[src/tip_pkg.sv]
// Shared types, constants and helper functions of the text integer parser.
`timescale 1ns / 1ps
`default_nettype none

package tip_pkg;

    localparam int CHAR_W   = 8;
    localparam int VALUE_W  = 64;
    localparam int BASE_W   = 6;
    localparam int STATUS_W = 2;
    localparam int OFFSET_W = 16;
    localparam int PROD_W   = VALUE_W + BASE_W;

    typedef logic [CHAR_W-1:0]   char_t;
    typedef logic [VALUE_W-1:0]  value_t;
    typedef logic [BASE_W-1:0]   base_t;
    typedef logic [STATUS_W-1:0] status_t;
    typedef logic [OFFSET_W-1:0] offset_t;

    localparam status_t STATUS_OK       = 2'd0;
    localparam status_t STATUS_BAD_BASE = 2'd1;
    localparam status_t STATUS_RANGE    = 2'd2;

    localparam logic CFG_NUMBER_BASE = 1'b0;
    localparam logic CFG_SIGNED_MODE = 1'b1;

    localparam base_t NUMBER_BASE_RESET = 6'd10;
    localparam logic  SIGNED_MODE_RESET = 1'b1;

    localparam base_t BASE_AUTO    = 6'd0;
    localparam base_t BASE_OCTAL   = 6'd8;
    localparam base_t BASE_DECIMAL = 6'd10;
    localparam base_t BASE_HEX     = 6'd16;
    localparam base_t BASE_MAX     = 6'd36;
    localparam base_t DIGIT_NONE   = 6'd36;

    localparam value_t SIGNED_NEG_LIMIT = 64'h8000_0000_0000_0000;
    localparam value_t SIGNED_POS_LIMIT = 64'h7fff_ffff_ffff_ffff;
    localparam value_t UNSIGNED_LIMIT   = 64'hffff_ffff_ffff_ffff;

    typedef struct packed {
        base_t number_base;
        logic  signed_mode;
    } tip_cfg_t;

    typedef struct packed {
        logic  advance;
        logic  digit_en;
        base_t digit;
        base_t base;
        logic  cap_zero;
        logic  end_zero;
        logic  finish;
        logic  bad;
        logic  resolve;
        logic  minus;
    } tip_cmd_t;

    function automatic base_t digit_value(input char_t c);
        base_t d;
        d = DIGIT_NONE;
        if (c inside {["0":"9"]})
        begin
            d = BASE_W'(c - "0");
        end
        else if (c inside {["a":"z"]})
        begin
            d = BASE_W'(c - "a" + 8'd10);
        end
        else if (c inside {["A":"Z"]})
        begin
            d = BASE_W'(c - "A" + 8'd10);
        end
        return d;
    endfunction

    function automatic logic base_invalid(input base_t b);
        return (b == 6'd1) || (b > BASE_MAX);
    endfunction

endpackage

`default_nettype wire

[src/tip_cfg.sv]
// APB register file holding the digit base and signed mode.
`timescale 1ns / 1ps
`default_nettype none

module tip_cfg
    import tip_pkg::*;
(
    input  wire logic        clk,
    input  wire logic        rst_n,
    input  wire logic        psel,
    input  wire logic        penable,
    input  wire logic        pwrite,
    input  wire logic [2:0]  paddr,
    input  wire logic [31:0] pwdata,
    output logic      [31:0] prdata,
    output logic             pready,
    output tip_cfg_t         cfg
);

    base_t number_base_reg;
    logic  signed_mode_reg;
    logic  wr_en;

    assign pready = 1'b1;
    assign wr_en  = psel && penable && pwrite && pready;

    always_ff @(posedge clk or negedge rst_n)
    begin
        if (!rst_n)
        begin
            number_base_reg <= NUMBER_BASE_RESET;
            signed_mode_reg <= SIGNED_MODE_RESET;
        end
        else if (wr_en)
        begin
            case (paddr[2])
                CFG_NUMBER_BASE: number_base_reg <= pwdata[BASE_W-1:0];
                CFG_SIGNED_MODE: signed_mode_reg <= pwdata[0];
                default:         number_base_reg <= number_base_reg;
            endcase
        end
    end

    always_comb
    begin
        case (paddr[2])
            CFG_NUMBER_BASE: prdata = 32'(number_base_reg);
            CFG_SIGNED_MODE: prdata = 32'(signed_mode_reg);
            default:         prdata = 32'd0;
        endcase
    end

    assign cfg.number_base = number_base_reg;
    assign cfg.signed_mode = signed_mode_reg;

endmodule

`default_nettype wire

[config.mk]
export PLATFORM = sky130hd
export DESIGN_NAME = tip_cfg
export DESIGN_NICKNAME = d
export VERILOG_FILES = /design/src/tip_pkg.sv /design/src/tip_cfg.sv
export SDC_FILE = /design/constraint.sdc
export NUM_CORES = 1
export LEC_CHECK = 0
export ABC_AREA = 1
export BUFFER_PORTS_ARGS = -buffer_cell sky130_fd_sc_hd__buf_2
export CORE_UTILIZATION = 33
export DETAILED_ROUTE_END_ITERATION = 8
export GPL_ROUTABILITY_DRIVEN = 0
export GPL_TIMING_DRIVEN = 0
export PLACE_DENSITY = 0.89
export RECOVER_POWER = 25
export SYNTH_ARGS = -nofsm -noshare
export SYNTH_HDL_FRONTEND = slang
export SYNTH_SLANG_ARGS = --single-unit
export TNS_END_PERCENT = 100
[constraint.sdc]
create_clock -name clk -period 1.2 [get_ports clk]
set_input_delay 0.12 -clock clk [delete_from_list [all_inputs] [get_ports clk]]
set_output_delay 0.12 -clock clk [all_outputs]
set_load 0.01 [all_outputs]
==> results.json <==
{
  "status": "finished clean",
  "largest_reg_flops": 6,
  "drc_errors": 0,
  "slowest_delay_ns": 0.54,
  "die_area_um2": 1980,
  "clock_path_buffers": 2,
  "vias": 541,
  "ys_top_cells_by_area": "buf_4, dfrtp_1, dfstp_2, nand2_1, nand3_1",
  "p_clk_frac": 0.246,
  "end_kind": "output port",
  "cp-start-kind": "register",
  "cp_max_fo": 3,
  "synth_top_cell_by_area": "buf_4",
  "crit_buf_inv": 2,
  "clk_pin_slew_ns": 0.05,
  "dr.pass1.iters": 2,
  "r2r_start": "signed_mode_reg",
  "drtAntennaViolNets": 0,
  "cts_buffers": 3,
  "p_leak_nw": 0.561,
  "switching_share": 0.341,
  "synth_top_family_by_area": "buffers and inverters",
  "cts_tree": "done",
  "reg2reg_depth": 3,
  "post_cts_resize_count": 0,
  "avgSynthCellArea_um2": 7.65,
  "grt-ovfl-total": 0,
  "grt_pass1_vias": 458,
  "clock-sinks": 7,
  "r2r_setup_slack_ns": 0.41,
  "io_pins": 80,
  "h-tree-depth": 1,
  "setup_viol": 0,
  "worstPathArrival_ns": 1.04,
  "seq_area_frac_synth": 0.300,
  "worstPathRequired_ns": 1.08,
  "syn_to_final_growth_pct": 47.4,
  "finalMaxSlewViolations": 0,
  "grtUsageTotal": 0.123,
  "die_w_um": 44.5,
  "syn-cell-area_um2": 597,
  "rsz0062_at_grt": "no",
  "final_cell_mix": "buf_4, conb_1, buf_2, nand2_1, nand3_1",
  "synth_compound_area_frac": 0,
  "finClkSkew_ns": 0,
  "worstHoldPathType": "input pin to register",
  "clkLatencyLatePin_ns": 0.25,
  "grt_pass1_wl_um": 1750,
  "crit_type": "register to output port",
  "crit_end": "prdata[3]",
  "period_share": 0.968,
  "synth_mux_area_frac": 0,
  "routed_wl_um": 1160,
  "synth_top_area_frac": 0.352,
  "grt_max_degree": 10,
  "finalSetupTns_ns": 0,
  "path_cells": "inv_1 -> nor2_1 -> buf_2",
  "viasPerCell": 3.45,
  "synth_xor_area_frac": 0,
  "synthSimpleGateAreaFrac": 0.273,
  "rows": 15,
  "synth_cells": 78,
  "p_sw_mw": 0.304,
  "p_per_area_nw_per_um2": 1010,
  "die_y_um": 44.5,
  "yosysUniqueCellTypes": 14,
  "drive_gt1_frac": 0.477,
  "first_iter_violations": 5,
  "antenna_cells": 0,
  "clockRootBuffer": "clkbuf_4",
  "yosys.area_share.adder": 0,
  "initial_core_util": 0.349,
  "core_um2": 1710,
  "cp.depth": 3,
  "post-route-min-period_ns": 1.16,
  "worst_slack_ns": 0.0384,
  "reg2reg_to": "signed_mode_reg",
  "critical-path-top-delay-family": "flip-flops",
  "pre_cts_ws_ns": 0.324,
  "internal-power_mw": 0.588,
  "antenna_found_initial": 0,
  "maxCapViolCount": 0,
  "io_buffers": 23,
  "seq_power_share": 0.369,
  "final_common_cell": "buf_4",
  "p_comb_frac": 0.385,
  "avgRoutedWirePerCell_um": 7.41,
  "cp_slowest_cell": "dfstp_2",
  "final-hold-violation-count": 0,
  "ys_warn_count": 0,
  "post-route-util": 0.515,
  "nets": 173,
  "ir_drop_mv": 0.472,
  "ys_seq_elements": 7,
  "startpoint": "number_base_reg[3]",
  "fmax_mhz": 861,
  "fillCellCount": 169,
  "dp_hpwl_um": 986,
  "whs_ns": 0.0838
}
## per-layer routing
layer / part of all wire / GRT usage / routed length (um)
met2: 0.53 / 0.229 / 615
met3: 0.072 / 0.0490 / 84
met5: 0 / 0 / 0
met4: 0.0077 / 0.0545 / 9
met1: 0.39 / 0.118 / 453
## cells in the mapped netlist (all sizes together)
master and count:
nand4 2, conb 2, buf 29, nand2 18, nand3 7, dfstp 3
inv 7, dfrtp 4, nor2 6
## worst register-to-register path, delay by kind of cell (launching register included)
| family | cells | cell delay, ns |
|---|---|---|
| simple gates | 2 | 0.09 |
| flops | 1 | 0.54 |
| buf+inv | 1 | 0.10 |
## power by group through the flow
stage / clock [mW] / combinational (mW) / sequential [mW]
finish: 0.219 / 0.344 / 0.329
detailed placement: 0 / 0.330 / 0.334
CTS: 0.223 / 0.332 / 0.331
global placement: 0 / 0.321 / 0.331
global route: 0.236 / 0.384 / 0.335
floorplan: 0 / 0.206 / 0.347
## through the flow
stage | area [um2] | std cells | power (mW)
3_3_place_gp | 837 | 151 | 0.652
2_1_floorplan | 691 | 103 | 0.553
4_1_cts | 873 | 156 | 0.886
3_5_place_dp | 837 | 151 | 0.664
5_1_grt | 880 | 157 | 0.956
6_report | 880 | 157 | 0.891
## logic make-up after synthesis
kind of cell	Yosys count
buffers and inverters	36
DFF	7
other	2
and+or+nand+nor	33
## what timing repair did
| item | 4_1_cts | 5_1_grt |
|---|---|---|
| hold buffers | 1 | 0 |
| hold endpoints to repair | 7 | 0 |
| endpoints found under the setup margin | 0 | 1 |
| buffers inserted | 0 | 1 |
## cell type report
| cell class | count | area (um2) | area share |
|---|---|---|---|
| Sequential cell | 7 | 179 | 0.203 |
| Tap cell | 25 | 31.3 | 0.0356 |
| Inverter | 7 | 26.3 | 0.0299 |
| Clock buffer | 4 | 26.3 | 0.0299 |
| Multi-Input combinational cell | 60 | 264 | 0.300 |
| Buffer | 29 | 221 | 0.252 |
| Timing Repair Buffer | 25 | 131 | 0.149 |
## worst min path at each step
stage / startpoint / to / depth (start not counted)
after floorplan: rst_n / number_base_reg[0] / 0
after global placement: rst_n / number_base_reg[0] / 1
after detailed placement: rst_n / number_base_reg[0] / 1
after CTS: pwdata[1] / number_base_reg[1] / 3
after global routing: pwdata[0] / signed_mode_reg / 3
final: pwdata[1] / number_base_reg[1] / 3
Note: power is estimated with default switching activity, not from simulation.
