## src/tip_pkg.sv

```systemverilog
// Shared types, constants and helper functions of the text integer parser.
`timescale 1ns / 1ps
`default_nettype none

package tip_pkg;

    localparam int CHAR_W   = 8;
    localparam int VALUE_W  = 64;
    localparam int BASE_W   = 6;
    localparam int STATUS_W = 2;
    localparam int OFFSET_W = 16;
    localparam int PROD_W   = VALUE_W + BASE_W;

    typedef logic [CHAR_W-1:0]   char_t;
    typedef logic [VALUE_W-1:0]  value_t;
    typedef logic [BASE_W-1:0]   base_t;
    typedef logic [STATUS_W-1:0] status_t;
    typedef logic [OFFSET_W-1:0] offset_t;

    localparam status_t STATUS_OK       = 2'd0;
    localparam status_t STATUS_BAD_BASE = 2'd1;
    localparam status_t STATUS_RANGE    = 2'd2;

    localparam logic CFG_NUMBER_BASE = 1'b0;
    localparam logic CFG_SIGNED_MODE = 1'b1;

    localparam base_t NUMBER_BASE_RESET = 6'd10;
    localparam logic  SIGNED_MODE_RESET = 1'b1;

    localparam base_t BASE_AUTO    = 6'd0;
    localparam base_t BASE_OCTAL   = 6'd8;
    localparam base_t BASE_DECIMAL = 6'd10;
    localparam base_t BASE_HEX     = 6'd16;
    localparam base_t BASE_MAX     = 6'd36;
    localparam base_t DIGIT_NONE   = 6'd36;

    localparam value_t SIGNED_NEG_LIMIT = 64'h8000_0000_0000_0000;
    localparam value_t SIGNED_POS_LIMIT = 64'h7fff_ffff_ffff_ffff;
    localparam value_t UNSIGNED_LIMIT   = 64'hffff_ffff_ffff_ffff;

    typedef struct packed {
        base_t number_base;
        logic  signed_mode;
    } tip_cfg_t;

    typedef struct packed {
        logic  advance;
        logic  digit_en;
        base_t digit;
        base_t base;
        logic  cap_zero;
        logic  end_zero;
        logic  finish;
        logic  bad;
        logic  resolve;
        logic  minus;
    } tip_cmd_t;

    function automatic base_t digit_value(input char_t c);
        base_t d;
        d = DIGIT_NONE;
        if (c inside {["0":"9"]})
        begin
            d = BASE_W'(c - "0");
        end
        else if (c inside {["a":"z"]})
        begin
            d = BASE_W'(c - "a" + 8'd10);
        end
        else if (c inside {["A":"Z"]})
        begin
            d = BASE_W'(c - "A" + 8'd10);
        end
        return d;
    endfunction

    function automatic logic base_invalid(input base_t b);
        return (b == 6'd1) || (b > BASE_MAX);
    endfunction

endpackage

`default_nettype wire

```

## src/tip_dp.sv

```systemverilog
// Parse datapath: digit multiply-accumulate, limit check, positions and result word.
`timescale 1ns / 1ps
`default_nettype none

module tip_dp
    import tip_pkg::*;
#(
    parameter longint unsigned MAX_TEXT_LEN = 65535
)
(
    input  wire logic     clk,
    input  wire logic     rst_n,
    input  wire tip_cmd_t cmd,
    input  wire tip_cfg_t cfg,
    output value_t        result_bits,
    output logic          is_negative,
    output status_t       status,
    output offset_t       end_offset
);

    localparam int POS_W = $clog2(MAX_TEXT_LEN + 1);
    localparam logic [POS_W-1:0] MAX_POS = POS_W'(MAX_TEXT_LEN);

    value_t           acc_reg;
    logic             ovf_reg;
    logic [POS_W-1:0] pos_reg;
    logic [POS_W-1:0] end_reg;
    logic [POS_W-1:0] zpos_reg;

    value_t  bits_reg;
    logic    neg_reg;
    status_t status_reg;
    offset_t offset_reg;

    logic [POS_W-1:0]  pos_inc;
    logic [POS_W-1:0]  zpos_inc;
    logic [POS_W-1:0]  end_sel;
    logic [63:0]       end_wide;
    logic [PROD_W-1:0] prod;
    value_t            limit;
    logic              over;
    value_t            val;
    value_t            bits;

    assign pos_inc  = (pos_reg == MAX_POS) ? pos_reg : pos_reg + 1'b1;
    assign zpos_inc = (zpos_reg == MAX_POS) ? zpos_reg : zpos_reg + 1'b1;

    always_comb
    begin
        if (cfg.signed_mode)
        begin
            limit = cmd.minus ? SIGNED_NEG_LIMIT : SIGNED_POS_LIMIT;
        end
        else
        begin
            limit = UNSIGNED_LIMIT;
        end
    end

    assign prod = PROD_W'(acc_reg) * PROD_W'(cmd.base) + PROD_W'(cmd.digit);
    assign over = prod > PROD_W'(limit);

    assign val = ovf_reg ? limit : acc_reg;

    always_comb
    begin
        if (cfg.signed_mode)
        begin
            bits = cmd.minus ? (64'd0 - val) : val;
        end
        else
        begin
            bits = (cmd.minus && !ovf_reg) ? (64'd0 - val) : val;
        end
    end

    assign end_sel  = cmd.resolve ? zpos_inc : end_reg;
    assign end_wide = 64'(end_sel);

    always_ff @(posedge clk or negedge rst_n)
    begin
        if (!rst_n)
        begin
            acc_reg  <= '0;
            ovf_reg  <= 1'b0;
            pos_reg  <= '0;
            end_reg  <= '0;
            zpos_reg <= '0;
        end
        else if (cmd.finish)
        begin
            acc_reg  <= '0;
            ovf_reg  <= 1'b0;
            pos_reg  <= '0;
            end_reg  <= '0;
            zpos_reg <= '0;
        end
        else
        begin
            if (cmd.advance)
            begin
                pos_reg <= pos_inc;
            end
            if (cmd.cap_zero)
            begin
                zpos_reg <= pos_reg;
            end
            if (cmd.end_zero && !cmd.digit_en)
            begin
                end_reg <= zpos_inc;
            end
            if (cmd.digit_en)
            begin
                if (over)
                begin
                    ovf_reg <= 1'b1;
                end
                else
                begin
                    acc_reg <= prod[VALUE_W-1:0];
                end
                end_reg <= pos_inc;
            end
        end
    end

    always_ff @(posedge clk)
    begin
        if (cmd.finish)
        begin
            neg_reg <= cmd.minus;
            if (cmd.bad)
            begin
                bits_reg   <= '0;
                status_reg <= STATUS_BAD_BASE;
                offset_reg <= '0;
            end
            else
            begin
                bits_reg   <= bits;
                status_reg <= ovf_reg ? STATUS_RANGE : STATUS_OK;
                offset_reg <= end_wide[OFFSET_W-1:0];
            end
        end
    end

    assign result_bits = bits_reg;
    assign is_negative = neg_reg;
    assign status      = status_reg;
    assign end_offset  = offset_reg;

endmodule

`default_nettype wire

```

## config.mk

```make
export PLATFORM = sky130hd
export DESIGN_NAME = tip_dp
export DESIGN_NICKNAME = d
export VERILOG_FILES = /design/src/tip_pkg.sv /design/src/tip_dp.sv
export SDC_FILE = /design/constraint.sdc
export NUM_CORES = 1
export LEC_CHECK = 0
export BUFFER_PORTS_ARGS = -buffer_cell sky130_fd_sc_hd__buf_2
export CORE_MARGIN = 1
export CORE_UTILIZATION = 39
export CTS_BUF_LIST = sky130_fd_sc_hd__clkbuf_4 sky130_fd_sc_hd__clkbuf_8 sky130_fd_sc_hd__clkbuf_16
export CTS_CLUSTER_DIAMETER = 100
export DETAILED_ROUTE_END_ITERATION = 16
export GPL_ROUTABILITY_DRIVEN = 0
export HOLD_SLACK_MARGIN = 0.03
export PLACE_DENSITY = 0.61
export SYNTH_ARGS = -nofsm -noshare
export SYNTH_HDL_FRONTEND = slang
export SYNTH_SLANG_ARGS = --single-unit
```

## constraint.sdc

```tcl
create_clock -name clk -period 17.7 [get_ports clk]
set_input_delay 0 -clock clk [delete_from_list [all_inputs] [get_ports clk]]
set_output_delay 0 -clock clk [all_outputs]
set_load 0.01 [all_outputs]
```

==> impl_results.md <==
* Site Rows at 93
* Syn Inst Count at 2,855
* Die H at 257.5 um
* Initial core utilization at 0.3950
* Maximum vdd drop at 110.2 uV
* Worst reg2reg setup slack at 8290 ps
* DP Wirelength at 52.42 mm
* Setup ws final at 8287 ps
* Hold Crit Start: cmd[5]
* Post-layout min period at 9413 ps
* Starting DRT DRC Count at 1,626
* Most frequent cells in the layout: nand2_1, fa_1, and2_1, ha_1, inv_1
* Sink Count at 196
* Number of max-cap violations at 0
* Commonest non-fill, non-tap cell in the layout: nand2_1
* P_leak at 13.28 nW
* Routed len/inst at 19.29 um
* RSZ-0062 raised after global routing: no
* Crit Reg-Reg Endpoint: acc_reg[2]
* Nets at 3,297
* Design Area, Final at 26,970 um^2
* Hold Fails Final Rpt at 0
* Vias in the first global route at 21,090
* Antenna violations before repair at 1
* Post-synth net total at 3,349
* # H-tree levels at 4
* Synth warnings at 0
* Overall global routing resource usage at 0.2173
* Drt via density at 5.589
* Total die area at 66,320 um^2
* Post-Syn Area at 25,460 um^2
* Setup crit end kind: flop
* Setup crit start kind: flop
* Worst Max-Slew Pin Slew at 1090 ps
* Clk pin slew, worst setup/hold paths at 90 ps
* Number of synthesized register bits at 196
* Final Setup Violations at 0
* Buffers and inverters on the worst path at 5
* Yosys cell types at 83
* Hold Path Cell Cnt at 3
* Worst slew margin at 0.2660
* Die width at 257.5 um
* First-pass DRT Iterations at 7
* Cell Count, Final, Fillers Out at 3,671
* Vias post-DR at 20,520
* Ports at 112
* PD cells at 155.5 nW/um^2
* Crit path largest cell delay at 680 ps
* DP Area at 26,330 um^2
* Clock tree from TritonCTS: done
* Placed cell count at 3,634
* Detail Route Antenna Nets at 0
* Fmax at 106.2 MHz
* Data required, critical path at 18,080 ps
* Clock Tree Buf Depth at 2
* Status: finished clean
* Final Slew Violations at 0
* DRC Markers at 0
* Average cell area after synthesis at 8.919 um^2
* Post-synth ARST share at 0.5765
* Post_cts resized at 0
* Area Overhead vs Synth at 5.901%
* Clk_skew at 17.36 ps
* CP delay by family, top: compound AO/OA/AOI/OAI gates
* Clock Latency Late Sink at 510 ps
* Slowest-stage cell, CP: buf_4
* Largest net degree at the start of global routing at 109
* CP Max Fanout at 38
* Hold EP: zpos_reg[4]
* R2R depth at 31
* Grt ovf at 0
* Inserted Clock Buffers at 17
* Pre-CTS setup slack at 8080 ps
* Reg-to-reg startpoint: acc_reg[3]
* Final cycle utilization of the critical path at 0.5318
* Root Buffer: clkbuf_16
* Setup CP Type: reg2reg
* Worst hold path type: in2reg
* Post-synth EDFFs at 83
* Core area at 64,460 um^2
* Post-synth top flop: dfrtp_1
* ANT cells at 0
* Routed WL at 70.81 mm
* IO buf count at 105
* Layout cells sized above 1 at 0.06605
* Sum Neg Setup Slack at 0 ps
* Global-route wire length before repair at 115.0 mm
* Register area share after synthesis at 0.2089
* CP arrival at 9790 ps
cells by family after synthesis:
logic type / synth area share
buf+inv: 0.06397
simple gates: 0.2119
mux: 0.03980
xor+xnor: 0.05159
fa+ha+maj: 0.3028
flops: 0.2089
compound gates: 0.1210
synth_stat cells (20+ instances only):
| master | count | area share |
|---|---|---|
| buf_1 | 20 | 0.0029 |
| a211oi_1 | 43 | 0.013 |
| a21o_1 | 38 | 0.011 |
| edfxtp_1 | 83 | 0.098 |
| clkbuf_1 | 165 | 0.024 |
| nand3_1 | 34 | 0.0067 |
| o21ai_0 | 98 | 0.019 |
| inv_1 | 198 | 0.029 |
| nor2_1 | 195 | 0.029 |
| and3_1 | 22 | 0.0054 |
| dfrtp_1 | 113 | 0.11 |
| a31oi_1 | 24 | 0.0059 |
| nand2b_1 | 135 | 0.033 |
| and2_1 | 245 | 0.060 |
| mux2i_1 | 99 | 0.039 |
| xor2_1 | 81 | 0.028 |
| a21oi_1 | 179 | 0.035 |
| xnor2_1 | 69 | 0.024 |
| ha_1 | 213 | 0.10 |
| o31ai_1 | 21 | 0.0062 |
| fa_1 | 252 | 0.20 |
| nor3_1 | 22 | 0.0043 |
| nand4_1 | 32 | 0.0079 |
| nand2_1 | 280 | 0.041 |
through the flow:
step / util / hold WS, ps / total power [mW]
final: 0.4183 / 64.54 / 4.195
after global routing: 0.4183 / 76.60 / 4.619
after floorplan: - / -295.6 / 3.065
after global placement: 0.4084 / 94.11 / 3.689
after CTS: 0.4183 / 43.39 / 4.198
after detailed placement: 0.4084 / 108.4 / 3.761
report_power, final:
part | leakage, nW | switching [mW] | internal, mW
Clock | 0.292 | 0.219 | 0.191
Combinational | 10.6 | 1.74 | 1.20
Sequential | 2.40 | 0.248 | 0.597
layout make-up:
type	instances	area, um^2
Fill cell	6339	37500
Multi-Input combinational cell	2261	18520
Sequential cell	196	5320
Tap cell	855	1070
Inverter	198	743.2
Timing Repair Buffer	129	729.5
Clock buffer	18	432.9
Clock inverter	14	156.4
tightest hold or removal path, stage by stage:
cell and delay [ps]:
buf_2 280, mux2i_1 180, nor2_1 80
layer usage:
metal | up-vias | global-route usage | wire (um)
li1 | 9457 | - | -
met1 | 10250 | 0.2919 | 31220
met2 | 695 | 0.3581 | 33370
met3 | 119 | 0.02660 | 4026
met4 | 0 | 0.08037 | 2192
met5 | - | 0 | 0
what timing repair did:
action	4_1_cts	5_1_grt
setup buffers	0	0
hold buffers	5	0
endpoints found under the hold margin	66	0
worst max-delay path by stage:
stage,startpoint,depth (start not counted),endpoint
floorplan,acc_reg[3],31,acc_reg[2]
global placement,cmd[10],31,acc_reg[2]
detailed placement,cmd[10],31,acc_reg[2]
CTS,acc_reg[3],29,acc_reg[2]
global route,acc_reg[21],28,acc_reg[2]
finish,acc_reg[3],31,acc_reg[2]
Note: power is estimated with default switching activity, not from simulation.
