$ cat src/tip_pkg.sv
// Shared types, constants and helper functions of the text integer parser.
`timescale 1ns / 1ps
`default_nettype none

package tip_pkg;

    localparam int CHAR_W   = 8;
    localparam int VALUE_W  = 64;
    localparam int BASE_W   = 6;
    localparam int STATUS_W = 2;
    localparam int OFFSET_W = 16;
    localparam int PROD_W   = VALUE_W + BASE_W;

    typedef logic [CHAR_W-1:0]   char_t;
    typedef logic [VALUE_W-1:0]  value_t;
    typedef logic [BASE_W-1:0]   base_t;
    typedef logic [STATUS_W-1:0] status_t;
    typedef logic [OFFSET_W-1:0] offset_t;

    localparam status_t STATUS_OK       = 2'd0;
    localparam status_t STATUS_BAD_BASE = 2'd1;
    localparam status_t STATUS_RANGE    = 2'd2;

    localparam logic CFG_NUMBER_BASE = 1'b0;
    localparam logic CFG_SIGNED_MODE = 1'b1;

    localparam base_t NUMBER_BASE_RESET = 6'd10;
    localparam logic  SIGNED_MODE_RESET = 1'b1;

    localparam base_t BASE_AUTO    = 6'd0;
    localparam base_t BASE_OCTAL   = 6'd8;
    localparam base_t BASE_DECIMAL = 6'd10;
    localparam base_t BASE_HEX     = 6'd16;
    localparam base_t BASE_MAX     = 6'd36;
    localparam base_t DIGIT_NONE   = 6'd36;

    localparam value_t SIGNED_NEG_LIMIT = 64'h8000_0000_0000_0000;
    localparam value_t SIGNED_POS_LIMIT = 64'h7fff_ffff_ffff_ffff;
    localparam value_t UNSIGNED_LIMIT   = 64'hffff_ffff_ffff_ffff;

    typedef struct packed {
        base_t number_base;
        logic  signed_mode;
    } tip_cfg_t;

    typedef struct packed {
        logic  advance;
        logic  digit_en;
        base_t digit;
        base_t base;
        logic  cap_zero;
        logic  end_zero;
        logic  finish;
        logic  bad;
        logic  resolve;
        logic  minus;
    } tip_cmd_t;

    function automatic base_t digit_value(input char_t c);
        base_t d;
        d = DIGIT_NONE;
        if (c inside {["0":"9"]})
        begin
            d = BASE_W'(c - "0");
        end
        else if (c inside {["a":"z"]})
        begin
            d = BASE_W'(c - "a" + 8'd10);
        end
        else if (c inside {["A":"Z"]})
        begin
            d = BASE_W'(c - "A" + 8'd10);
        end
        return d;
    endfunction

    function automatic logic base_invalid(input base_t b);
        return (b == 6'd1) || (b > BASE_MAX);
    endfunction

endpackage

`default_nettype wire

$ cat src/tip_ctrl.sv
// Parse controller: phase tracking, digit classification and handshake control.
`timescale 1ns / 1ps
`default_nettype none

module tip_ctrl
    import tip_pkg::*;
(
    input  wire logic     clk,
    input  wire logic     rst_n,
    input  wire logic     in_valid,
    output logic          in_ready,
    input  wire char_t    text_char,
    input  wire logic     last_char,
    output logic          out_valid,
    input  wire logic     out_ready,
    input  wire tip_cfg_t cfg,
    output tip_cmd_t      cmd
);

    localparam logic [2:0] PH_SPACE   = 3'd0;
    localparam logic [2:0] PH_FIRST   = 3'd1;
    localparam logic [2:0] PH_ZERO    = 3'd2;
    localparam logic [2:0] PH_ZEROX   = 3'd3;
    localparam logic [2:0] PH_DIGITS  = 3'd4;
    localparam logic [2:0] PH_DONE    = 3'd5;
    localparam logic [2:0] PH_BADBASE = 3'd6;

    logic [2:0] phase_reg, phase_next;
    base_t      base_reg, base_next;
    logic       minus_reg, minus_next;
    logic       out_valid_reg, out_valid_next;

    logic       fire;
    base_t      dval;
    logic       take_dig;
    base_t      dig_base;
    logic       start_zero;

    assign in_ready  = !out_valid_reg || out_ready;
    assign out_valid = out_valid_reg;
    assign fire      = in_valid && in_ready;
    assign dval      = digit_value(text_char);

    always_comb
    begin
        phase_next = phase_reg;
        base_next  = base_reg;
        minus_next = minus_reg;
        cmd        = '0;
        cmd.minus  = minus_reg;
        take_dig   = 1'b0;
        dig_base   = base_reg;
        start_zero = 1'b0;

        if (fire && last_char)
        begin
            cmd.finish = 1'b1;
            cmd.bad    = (((phase_reg == PH_SPACE) || (phase_reg == PH_FIRST))
                          && base_invalid(cfg.number_base))
                         || (phase_reg == PH_BADBASE);
            cmd.resolve = (phase_reg == PH_ZERO) || (phase_reg == PH_ZEROX);
            phase_next = PH_SPACE;
            base_next  = BASE_AUTO;
            minus_next = 1'b0;
        end
        else if (fire)
        begin
            cmd.advance = 1'b1;
            case (phase_reg)
                PH_SPACE:
                begin
                    if (text_char inside {8'h20, [8'h09:8'h0d]})
                    begin
                        phase_next = PH_SPACE;
                    end
                    else if (text_char inside {"-", "+"})
                    begin
                        minus_next = (text_char == "-");
                        phase_next = PH_FIRST;
                    end
                    else
                    begin
                        start_zero = 1'b1;
                    end
                end
                PH_FIRST:
                begin
                    start_zero = 1'b1;
                end
                PH_ZERO:
                begin
                    if (text_char inside {"x", "X"})
                    begin
                        phase_next = PH_ZEROX;
                    end
                    else
                    begin
                        dig_base     = (base_reg == BASE_AUTO) ? BASE_OCTAL : base_reg;
                        base_next    = dig_base;
                        cmd.end_zero = 1'b1;
                        phase_next   = PH_DIGITS;
                        take_dig     = 1'b1;
                    end
                end
                PH_ZEROX:
                begin
                    if (dval < BASE_HEX)
                    begin
                        dig_base   = BASE_HEX;
                        base_next  = BASE_HEX;
                        phase_next = PH_DIGITS;
                        take_dig   = 1'b1;
                    end
                    else
                    begin
                        base_next    = (base_reg == BASE_AUTO) ? BASE_OCTAL : base_reg;
                        cmd.end_zero = 1'b1;
                        phase_next   = PH_DONE;
                    end
                end
                PH_DIGITS:
                begin
                    take_dig = 1'b1;
                end
                default:
                begin
                    phase_next = phase_reg;
                end
            endcase

            if (start_zero)
            begin
                base_next = cfg.number_base;
                if (base_invalid(cfg.number_base))
                begin
                    phase_next = PH_BADBASE;
                end
                else if (((cfg.number_base == BASE_AUTO) || (cfg.number_base == BASE_HEX))
                         && (text_char == "0"))
                begin
                    phase_next   = PH_ZERO;
                    cmd.cap_zero = 1'b1;
                end
                else
                begin
                    dig_base   = (cfg.number_base == BASE_AUTO) ? BASE_DECIMAL
                                                                 : cfg.number_base;
                    base_next  = dig_base;
                    phase_next = PH_DIGITS;
                    take_dig   = 1'b1;
                end
            end

            if (take_dig)
            begin
                if (dval < dig_base)
                begin
                    cmd.digit_en = 1'b1;
                    cmd.digit    = dval;
                    cmd.base     = (dig_base < 6'd2) ? BASE_DECIMAL : dig_base;
                end
                else
                begin
                    phase_next = PH_DONE;
                end
            end
        end

        if (cmd.finish)
        begin
            out_valid_next = 1'b1;
        end
        else if (out_ready)
        begin
            out_valid_next = 1'b0;
        end
        else
        begin
            out_valid_next = out_valid_reg;
        end
    end

    always_ff @(posedge clk or negedge rst_n)
    begin
        if (!rst_n)
        begin
            phase_reg     <= PH_SPACE;
            base_reg      <= BASE_AUTO;
            minus_reg     <= 1'b0;
            out_valid_reg <= 1'b0;
        end
        else
        begin
            phase_reg     <= phase_next;
            base_reg      <= base_next;
            minus_reg     <= minus_next;
            out_valid_reg <= out_valid_next;
        end
    end

endmodule

`default_nettype wire

$ cat config.mk
export PLATFORM = sky130hd
export DESIGN_NAME = tip_ctrl
export DESIGN_NICKNAME = d
export VERILOG_FILES = /design/src/tip_pkg.sv /design/src/tip_ctrl.sv
export SDC_FILE = /design/constraint.sdc
export NUM_CORES = 1
export LEC_CHECK = 0
export BUFFER_PORTS_ARGS = -buffer_cell sky130_fd_sc_hd__buf_2
export CAP_MARGIN = 20
export CORE_MARGIN = 2
export CORE_UTILIZATION = 55
export CTS_CLUSTER_SIZE = 16
export DETAILED_ROUTE_END_ITERATION = 6
export GPL_TIMING_DRIVEN = 0
export PLACE_DENSITY = 0.89
export SYNTH_ARGS = -nofsm -noshare
export SYNTH_HDL_FRONTEND = slang
export SYNTH_SLANG_ARGS = --single-unit
export TNS_END_PERCENT = 10
$ cat constraint.sdc
create_clock -name clk -period 8 [get_ports clk]
set_input_delay 1.6 -clock clk [delete_from_list [all_inputs] [get_ports clk]]
set_output_delay 1.6 -clock clk [all_outputs]
set_load 0.02 [all_outputs]
==> flow_metrics.tcl, run 1 <==
set metrics [dict create \
    status "completed" \
    start_util 0.574 \
    power_frac_comb 0.598 \
    r2r_slack_ns 4.75 \
    synth_compound_gate_area_share 0.295 \
    fin_ws_ns 0.867 \
    clk_pin_slew_ns 0.07 \
    cts_tree "built" \
    largest_reg_flops 6 \
    dp_cells 313 \
    synth_mux_area_frac 0.0144 \
    drc 0 \
    cp-end-kind "output port" \
    pwr_density_cell_mw_per_mm2 152 \
    power.internal_mw 0.164 \
    synth_fa_ha_area_frac 0.101 \
    synth-edff-count 0 \
    avgSynthCellArea_um2 7.55 \
    clk_path_buf_depth 2 \
    crit_fanout 10 \
    fin_skew_ns 0.00642 \
    min_from "out_valid" \
    grt_pass1_wl_mm 7.48 \
    final.period_utilization 0.892 \
    drive_gt1_frac 0.220 \
    clkPwrFrac 0.127 \
    num_io_pins 42 \
    synth_area_leader_cell "dfrtp_1" \
    dr.first_iter.drc_count 157 \
    post_dp_cell_area_mm2 0.00199 \
    relSlewSlack 0.583 \
    holdBufCountCts 0 \
    antenna_found_initial 0 \
    synth.area.top_cells "dfrtp_1 16%, ha_1 10%, nor2_1 7.3%" \
    ys_warn_count 0 \
    endpoint "cmd[16]" \
    worst_hold_path.num_cells 2 \
    rsz0062_at_grt "false" \
    seq_power_share 0.275 \
    async_flop_share 1.00 \
    p_sw_frac 0.464 \
    final_cells 317 \
    netSwitchingPower_mw 0.142 \
    ir_worst_vdd_uv 76.7 \
    max_freq_mhz 140 \
    period_needed_ns 7.13 \
    p_leak_nw 0.950 \
    core_area_mm2 0.00303 \
    synth-seq-area-share 0.159 \
    grt_usage 0.263 \
    die_x_um 60.2 \
    rr_worst_depth 13 \
    cts_setup_buffers 0 \
    ys.flop_type "dfrtp_1" \
    max_cap_viol_count 0 \
    insertedDiodeCount 0 \
    gp_congestion 0.897 \
    die_area_mm2 0.00362 \
    cts-resized-gates 0 \
    portBuffers 39 \
    syn-num-nets 264 \
    required_ns 6.40 \
    synthSimpleGateAreaFrac 0.358 \
    htreeDepth 1 \
    grt_pass1_vias 1652 \
    setup_violations 0 \
    design_area_mm2 0.00201 \
    crit_arrival_ns 5.53 \
    gr-total-overflow 0 \
    dp_worst_setup_slack_ns 0.904 \
    synth_top_family_by_area "simple AND/OR/NAND/NOR gates" \
    fin_util 0.665 \
    finalSetupTns_ns 0 \
    wl_mm 4.51 \
    drt-pass1-iter-count 5 \
    path_class "input port to output port" \
    rows 20 \
    synth_area_mm2 0.00174 \
    grt_max_degree 12 \
    clk-insertion-delay-late_ns 0.28 \
    worst_pin_slew_ns 0.621 \
    synth_cell_types 64 \
    critPathLaunchType "input port" \
    layout_commonest_cell "buf_2" \
    dp_hpwl_mm 3.60 \
    cts.sinks 11 \
    ys_ff_latch 11 \
    final_cell_mix "40 x buf_2, 34 x nor2_1, 20 x nand2_1" \
    route.antenna.remaining_nets 0 \
    cts_root_buffer "clkbuf_4" \
    reg2reg_to "phase_reg[0]" \
    hold_viol 0 \
    startpoint "text_char[0]" \
    via_count 1912 \
    cts_buffers 3 \
    layout.nets 308 \
    die_h_um 60.2 \
    syn_inst 230 \
    synth_top_cell_area_share 0.159 \
    syn_to_final_growth_pct 15.9 \
    reg2reg_from "phase_reg[2]" \
    drv_slew 0 \
    synth_xor_area_frac 0.00504 \
    hold_class "flip-flop to flip-flop" \
    viasPerCell 6.03 \
    wl_per_cell_um 14.2 \
]
==> how the worst min path moves through the flow <==
stage | slack (ns) | end
after floorplan | 0.47 | minus_reg
after global placement | 0.50 | minus_reg
after detailed placement | 0.53 | minus_reg
after CTS | 0.54 | base_reg[1]
after global routing | 0.56 | base_reg[1]
final | 0.54 | out_valid
==> layer usage <==
layer	vias up	GRT usage	part of all wire
li1	948	-	-
met1	873	0.381	0.46
met2	80	0.415	0.46
met3	11	0.0130	0.058
met4	0	0.0825	0.019
met5	-	0	0
==> critical path, cell delays in order <==
cell	delay [ns]
buf_2	0.16
inv_1	0.08
ha_1	0.25
nor4b_1	0.17
a2111o_1	0.42
a311o_1	0.34
o211ai_2	0.25
and3_1	0.19
buf_4	0.16
nor3b_1	0.06
a21oi_1	0.18
ha_1	0.28
a21oi_1	0.15
o21ai_0	0.12
nor2_1	0.14
nand4b_1	0.11
o21ai_1	0.30
nand2b_4	0.09
buf_6	0.14
nor3_1	0.14
buf_2	0.19
==> per-stage QoR <==
step / hold WS [ns] / total power, mW
global route: 0.565 / 0.332
detailed placement: 0.526 / 0.266
global placement: 0.499 / 0.261
finish: 0.538 / 0.306
floorplan: 0.472 / 0.220
CTS: 0.543 / 0.304
==> Yosys cell counts (2+ instances only) <==
master	instances
a211oi_1	3
a21oi_1	17
a22o_1	4
a31oi_1	4
a32oi_1	2
and2_1	5
and3_1	4
buf_4	3
buf_6	3
clkbuf_1	3
dfrtp_1	11
ha_1	14
inv_1	11
nand2_1	20
nand2b_1	6
nand2b_4	2
nand3b_1	2
nand4b_1	3
nor2_1	34
nor2b_1	3
nor3_1	9
nor3b_1	5
nor4b_1	2
o211ai_1	3
o21ai_0	11
o21bai_1	2
o22ai_1	2
o31ai_1	3
or3_1	4
==> power groups by stage <==
stage / logic (mW) / clock network (mW) / registers (mW)
detailed placement: 0.181 / 0 / 0.0849
CTS: 0.181 / 0.0386 / 0.0838
global placement: 0.177 / 0 / 0.0839
global route: 0.206 / 0.0406 / 0.0857
floorplan: 0.140 / 0 / 0.0801
finish: 0.183 / 0.0388 / 0.0842
==> cell families after synthesis <==
| logic type | count (synthesis) |
|---|---|
| AO/OA/AOI/OAI | 70 |
| XOR/XNOR | 1 |
| adder cells (fa/ha/maj) | 14 |
| buffers and inverters | 22 |
| flip-flops | 11 |
| multiplexers | 2 |
| AND/OR/NAND/NOR | 110 |
==> layout make-up <==
type                            instances  area [µm²]
Clock buffer                            4        26.3
Multi-Input combinational cell        197        1340
Inverter                               11        41.3
Tap cell                               44        55.1
Buffer                                 11        76.3
Timing Repair Buffer                   39         195
Sequential cell                        11         275
Fill cell                             267        1010
Power figures use the tool's default switching activity.
==> run 2, diff against run 1 <==
--- a/config.mk
+++ b/config.mk
@@ -13,6 +13,7 @@
 export DETAILED_ROUTE_END_ITERATION = 6
 export GPL_TIMING_DRIVEN = 0
 export PLACE_DENSITY = 0.89
+export REMOVE_ABC_BUFFERS = 1
 export SYNTH_ARGS = -nofsm -noshare
 export SYNTH_HDL_FRONTEND = slang
 export SYNTH_SLANG_ARGS = --single-unit
==> constraint.sdc (replaced) <==
create_clock -name clk -period 8.25 [get_ports clk]
set_input_delay 1.65 -clock clk [delete_from_list [all_inputs] [get_ports clk]]
set_output_delay 1.65 -clock clk [all_outputs]
set_load 0.02 [all_outputs]
==> run 2 against run 1 <==
Register-to-register slack improved by 0.15 ns. Cell count decreased by 3.2%. Critical path depth decreased by 2. Worst setup slack got worse by 0.032 ns. Largest power group unchanged.
==> flow_metrics.tcl, run 2 (synthesized netlist as in run 1, its figures left out) <==
set metrics [dict create \
    status "completed" \
    p_leak_nw 0.910 \
    clk_path_buf_depth 2 \
    die_x_um 60.2 \
    num_io_pins 42 \
    clk-insertion-delay-late_ns 0.28 \
    path_class "input port to output port" \
    route.antenna.remaining_nets 0 \
    max_cap_viol_count 0 \
    drt-pass1-iter-count 7 \
    cp-end-kind "output port" \
    cts-resized-gates 0 \
    seq_area_um2 275 \
    holdBufCountCts 0 \
    grt_max_degree 15 \
    wl_per_cell_um 14.8 \
    hold_ws_ns 0.512 \
    grt_usage 0.258 \
    rsz0062_at_grt "false" \
    antenna_found_initial 0 \
    multiInputGateArea_mm2 0.00134 \
    hold_viol 0 \
    start_util 0.574 \
    gp_congestion 0.900 \
    via_count 1893 \
    wl_mm 4.53 \
    grt_pass1_vias 1638 \
    setup_violations 0 \
    pwr_density_cell_mw_per_mm2 151 \
    crit_fanout 11 \
    final_cell_mix "40 x buf_2, 34 x nor2_1, 20 x nand2_1" \
    drc 0 \
    rows 20 \
    cts_tree "built" \
    layout_commonest_cell "buf_2" \
    die_area_mm2 0.00362 \
    cts_buffers 3 \
    cts_root_buffer "clkbuf_4" \
    finalSetupTns_ns 0 \
    drv_slew 0 \
    crit_arrival_ns 5.76 \
    core_area_mm2 0.00303 \
    die_h_um 60.2 \
    critPathLaunchType "input port" \
    portBuffers 40 \
    period_needed_ns 7.41 \
    fin_ws_ns 0.836 \
    n_fill_cell 290 \
    cts_setup_buffers 0 \
    relSlewSlack 0.535 \
    htreeDepth 1 \
    gr-total-overflow 0 \
    cts.sinks 11 \
    drive_gt1_frac 0.205 \
    insertedDiodeCount 0 \
    syn_to_final_growth_pct 11.8 \
    hold_class "flip-flop to flip-flop" \
    dp_hpwl_mm 3.55 \
    viasPerCell 6.17 \
    fin_skew_ns 0.00590 \
    post_dp_cell_area_mm2 0.00192 \
    layout.nets 298 \
    ir_worst_vdd_uv 80.4 \
    design_area_mm2 0.00194 \
    required_ns 6.60 \
    clk_pin_slew_ns 0.07 \
    dr.first_iter.drc_count 123 \
    r2r_slack_ns 4.90 \
    largest_reg_flops 6 \
    grt_pass1_wl_mm 7.30 \
    max_freq_mhz 135 \
    dp_worst_setup_slack_ns 0.890 \
    final.period_utilization 0.899 \
    worst_pin_slew_ns 0.695 \
]
==> run 2: changes by cell type in the layout (fill, tap and decap cells not counted), sizes merged <==
cell	before	now
buf	47	40
clkbuf	7	4
==> run 2: final timing paths <==
| path | start | end | depth (start not counted) |
|---|---|---|---|
| max reg2reg | phase_reg[0] | phase_reg[0] | 13 |
| min reg2reg | minus_reg | minus_reg | 2 |
| max | text_char[0] | cmd[16] | 19 |
| min in group asynchronous | rst_n | phase_reg[2] | 1 |
| max in group asynchronous | rst_n | base_reg[0] | 1 |
| min | minus_reg | minus_reg | 2 |
==> run 2: worst max-delay path, stage by stage <==
cell      delay, ns
buf_2          0.16
inv_1          0.08
ha_1           0.25
nor4b_1        0.17
a2111o_1       0.45
a311o_1        0.34
o211ai_2       0.25
and3_1         0.41
nor3b_1        0.09
a21oi_1        0.22
ha_1           0.29
a21oi_1        0.15
o21ai_0        0.13
nor2_1         0.15
nand4b_1       0.10
o21ai_1        0.32
nand2b_4       0.15
nor3_1         0.19
buf_2          0.20
==> run 2: final cells by class <==
cell class                      instances  area share
Timing Repair Buffer                   40       0.103
Multi-Input combinational cell        197       0.692
Tap cell                               44      0.0284
Clock buffer                            4      0.0135
Sequential cell                        11       0.142
Inverter                               11      0.0213
==> run 2: through the flow <==
stage                     instances  power (mW)   util
after floorplan                 219       0.206      -
after global placement          303       0.248  0.633
after detailed placement        303       0.253  0.633
after CTS                       307       0.290  0.641
after global routing            307       0.315  0.641
final                           307       0.293  0.641
==> run 2: routing by layer <==
layer  vias to the layer above  share of wire  track usage
met3                        15          0.079       0.0433
li1                        921              -            -
met4                         0          0.016       0.0540
met2                        99           0.46        0.413
met5                         -              0            0
met1                       858           0.45        0.364
==> run 2: power by group <==
part           switching [mW]  total [mW]  internal [mW]
registers              0.0206      0.0884         0.0677
clock network          0.0182      0.0370         0.0188
logic                  0.0990       0.167         0.0682
==> run 3, diff against run 2 <==
--- a/config.mk
+++ b/config.mk
@@ -11,8 +11,8 @@
 export CORE_UTILIZATION = 55
 export CTS_CLUSTER_SIZE = 16
 export DETAILED_ROUTE_END_ITERATION = 6
-export GPL_TIMING_DRIVEN = 0
-export PLACE_DENSITY = 0.89
+export GPL_TIMING_DRIVEN = 1
+export PLACE_DENSITY_LB_ADDON = 0.25
 export REMOVE_ABC_BUFFERS = 1
 export SYNTH_ARGS = -nofsm -noshare
 export SYNTH_HDL_FRONTEND = slang
==> run 3 against run 2 <==
Register-to-register slack gained 0.02 ns. Worst setup slack worse by 0.048 ns. Critical path depth is the same. Total power is 0.21% lower. Core utilization unchanged. Cell count stayed put. Die area unchanged. Fmax is 0.65% lower. Design area is the same. Via count down 1.0%. Non-clock buffer count unchanged. Critical path type unchanged.
==> flow_metrics.tcl, run 3 (synthesized netlist as in run 1, its figures left out) <==
set metrics [dict create \
    htreeDepth 1 \
    crit_buf_inv 3 \
    critPathLaunchType "input port" \
    route.antenna.remaining_nets 0 \
    required_ns 6.60 \
    cts-resized-gates 0 \
    drv_slew 0 \
    die_x_um 60.2 \
    wl_mm 4.62 \
    status "completed" \
    core_area_mm2 0.00303 \
    gp_congestion 0.850 \
    multiInputGateArea_mm2 0.00134 \
    start_util 0.574 \
    grt_pass1_vias 1632 \
    largest_reg_flops 6 \
    die_h_um 60.2 \
    seq_area_um2 275 \
    clk_pin_slew_ns 0.07 \
    reg2reg_to "phase_reg[0]" \
    cts.sinks 11 \
    layout_commonest_cell "buf_2" \
    crit_fanout 11 \
    cts_setup_buffers 0 \
    crit_arrival_ns 5.81 \
    fin_skew_ns 0.00867 \
    drive_gt1_frac 0.205 \
    wl_per_cell_um 15.0 \
    cpMostUsedCell "a21oi_1" \
    hold_ws_ns 0.512 \
    design_area_mm2 0.00194 \
    dr.first_iter.drc_count 138 \
    slowest_delay_ns 0.45 \
    holdBufCountCts 0 \
    clk-insertion-delay-late_ns 0.27 \
    worst_pin_slew_ns 0.675 \
    clk_path_buf_depth 2 \
    grt_max_degree 15 \
    worst_hold_path.num_cells 2 \
    grt_pass1_wl_mm 7.27 \
    cts_tree "built" \
    cp-end-kind "output port" \
    period_needed_ns 7.46 \
    rows 20 \
    via_count 1874 \
    hold_viol 0 \
    grt_usage 0.260 \
    final_cell_mix "40 x buf_2, 34 x nor2_1, 20 x nand2_1" \
    dp_hpwl_mm 3.59 \
    setup_violations 0 \
    n_fill_cell 304 \
    post_dp_cell_area_mm2 0.00192 \
    gr-total-overflow 0 \
    min_from "minus_reg" \
    num_io_pins 42 \
    portBuffers 40 \
    insertedDiodeCount 0 \
    pwr_density_cell_mw_per_mm2 150 \
    viasPerCell 6.10 \
    rr_worst_depth 13 \
    finalSetupTns_ns 0 \
    min_to "minus_reg" \
    max_cap_viol_count 0 \
    cts_buffers 3 \
    path_class "input port to output port" \
    die_area_mm2 0.00362 \
    ir_worst_vdd_uv 103 \
    p_leak_nw 0.910 \
    drc 0 \
    crit_slowest_cell "and3_1" \
    antenna_found_initial 0 \
    rsz0062_at_grt "false" \
    final.period_utilization 0.905 \
    critical_path.top_delay_family "compound AO/OA/AOI/OAI gates" \
    cts_root_buffer "clkbuf_4" \
    layout.nets 298 \
    path_cells "buf_2 > inv_1 > ha_1 > nor4b_1 > a2111o_1 > a311o_1 > o211ai_2 > and3_1 > nor3b_1 > a21oi_1 > ha_1 > a21oi_1 > o21ai_0 > nor2_1 > nand4b_1 > o21ai_1 > nand2b_4 > a21oi_1 > buf_2" \
    max_freq_mhz 134 \
    drt-pass1-iter-count 5 \
    syn_to_final_growth_pct 11.8 \
    reg2reg_from "phase_reg[0]" \
    hold_class "flip-flop to flip-flop" \
    r2r_slack_ns 4.92 \
    relSlewSlack 0.548 \
]
[run 3: stage by stage]
stage,total power [mW],cells,util,setup slack [ns]
6_report,0.292,307,0.641,0.787
5_1_grt,0.314,307,0.641,0.370
4_1_cts,0.289,307,0.641,0.799
3_5_place_dp,0.251,303,0.633,0.798
3_3_place_gp,0.249,303,0.633,0.911
2_1_floorplan,0.206,219,-,1.48
[run 3: worst min-delay path: stages (launching register included)]
cell and delay (ns):
dfrtp_1 0.36, nand2_1 0.05, o21ai_0 0.06
[run 3: how the worst max path moves through the flow]
stage                 startpoint      end  slack, ns  depth (start not counted)
floorplan           text_char[4]  cmd[16]       1.48                         17
global placement    text_char[1]  cmd[15]       0.91                         20
detailed placement  text_char[1]  cmd[15]       0.80                         20
CTS                 text_char[1]  cmd[15]       0.80                         20
global route        text_char[1]  cmd[15]       0.37                         20
finish              text_char[1]  cmd[13]       0.79                         19
[run 3: area by class of cell]
class / count / area share
clock buffer: 4 / 0.0135
inverter: 11 / 0.0213
multi-input combinational: 197 / 0.692
sequential: 11 / 0.142
tap: 44 / 0.0284
timing repair buffer: 40 / 0.103
[run 3: per-layer routing]
| metal | track usage | part of all wire | vias to the layer above |
|---|---|---|---|
| li1 | - | - | 929 |
| met1 | 0.366 | 0.47 | 870 |
| met2 | 0.429 | 0.48 | 70 |
| met3 | 0.0390 | 0.050 | 5 |
| met4 | 0.0349 | 0.0063 | 0 |
| met5 | 0 | 0 | - |
[run 3: report_power, final]
group / switching (mW) / total [mW] / internal (mW)
Sequential: 0.0195 / 0.0872 / 0.0677
Clock: 0.0184 / 0.0372 / 0.0187
Combinational: 0.0994 / 0.168 / 0.0681
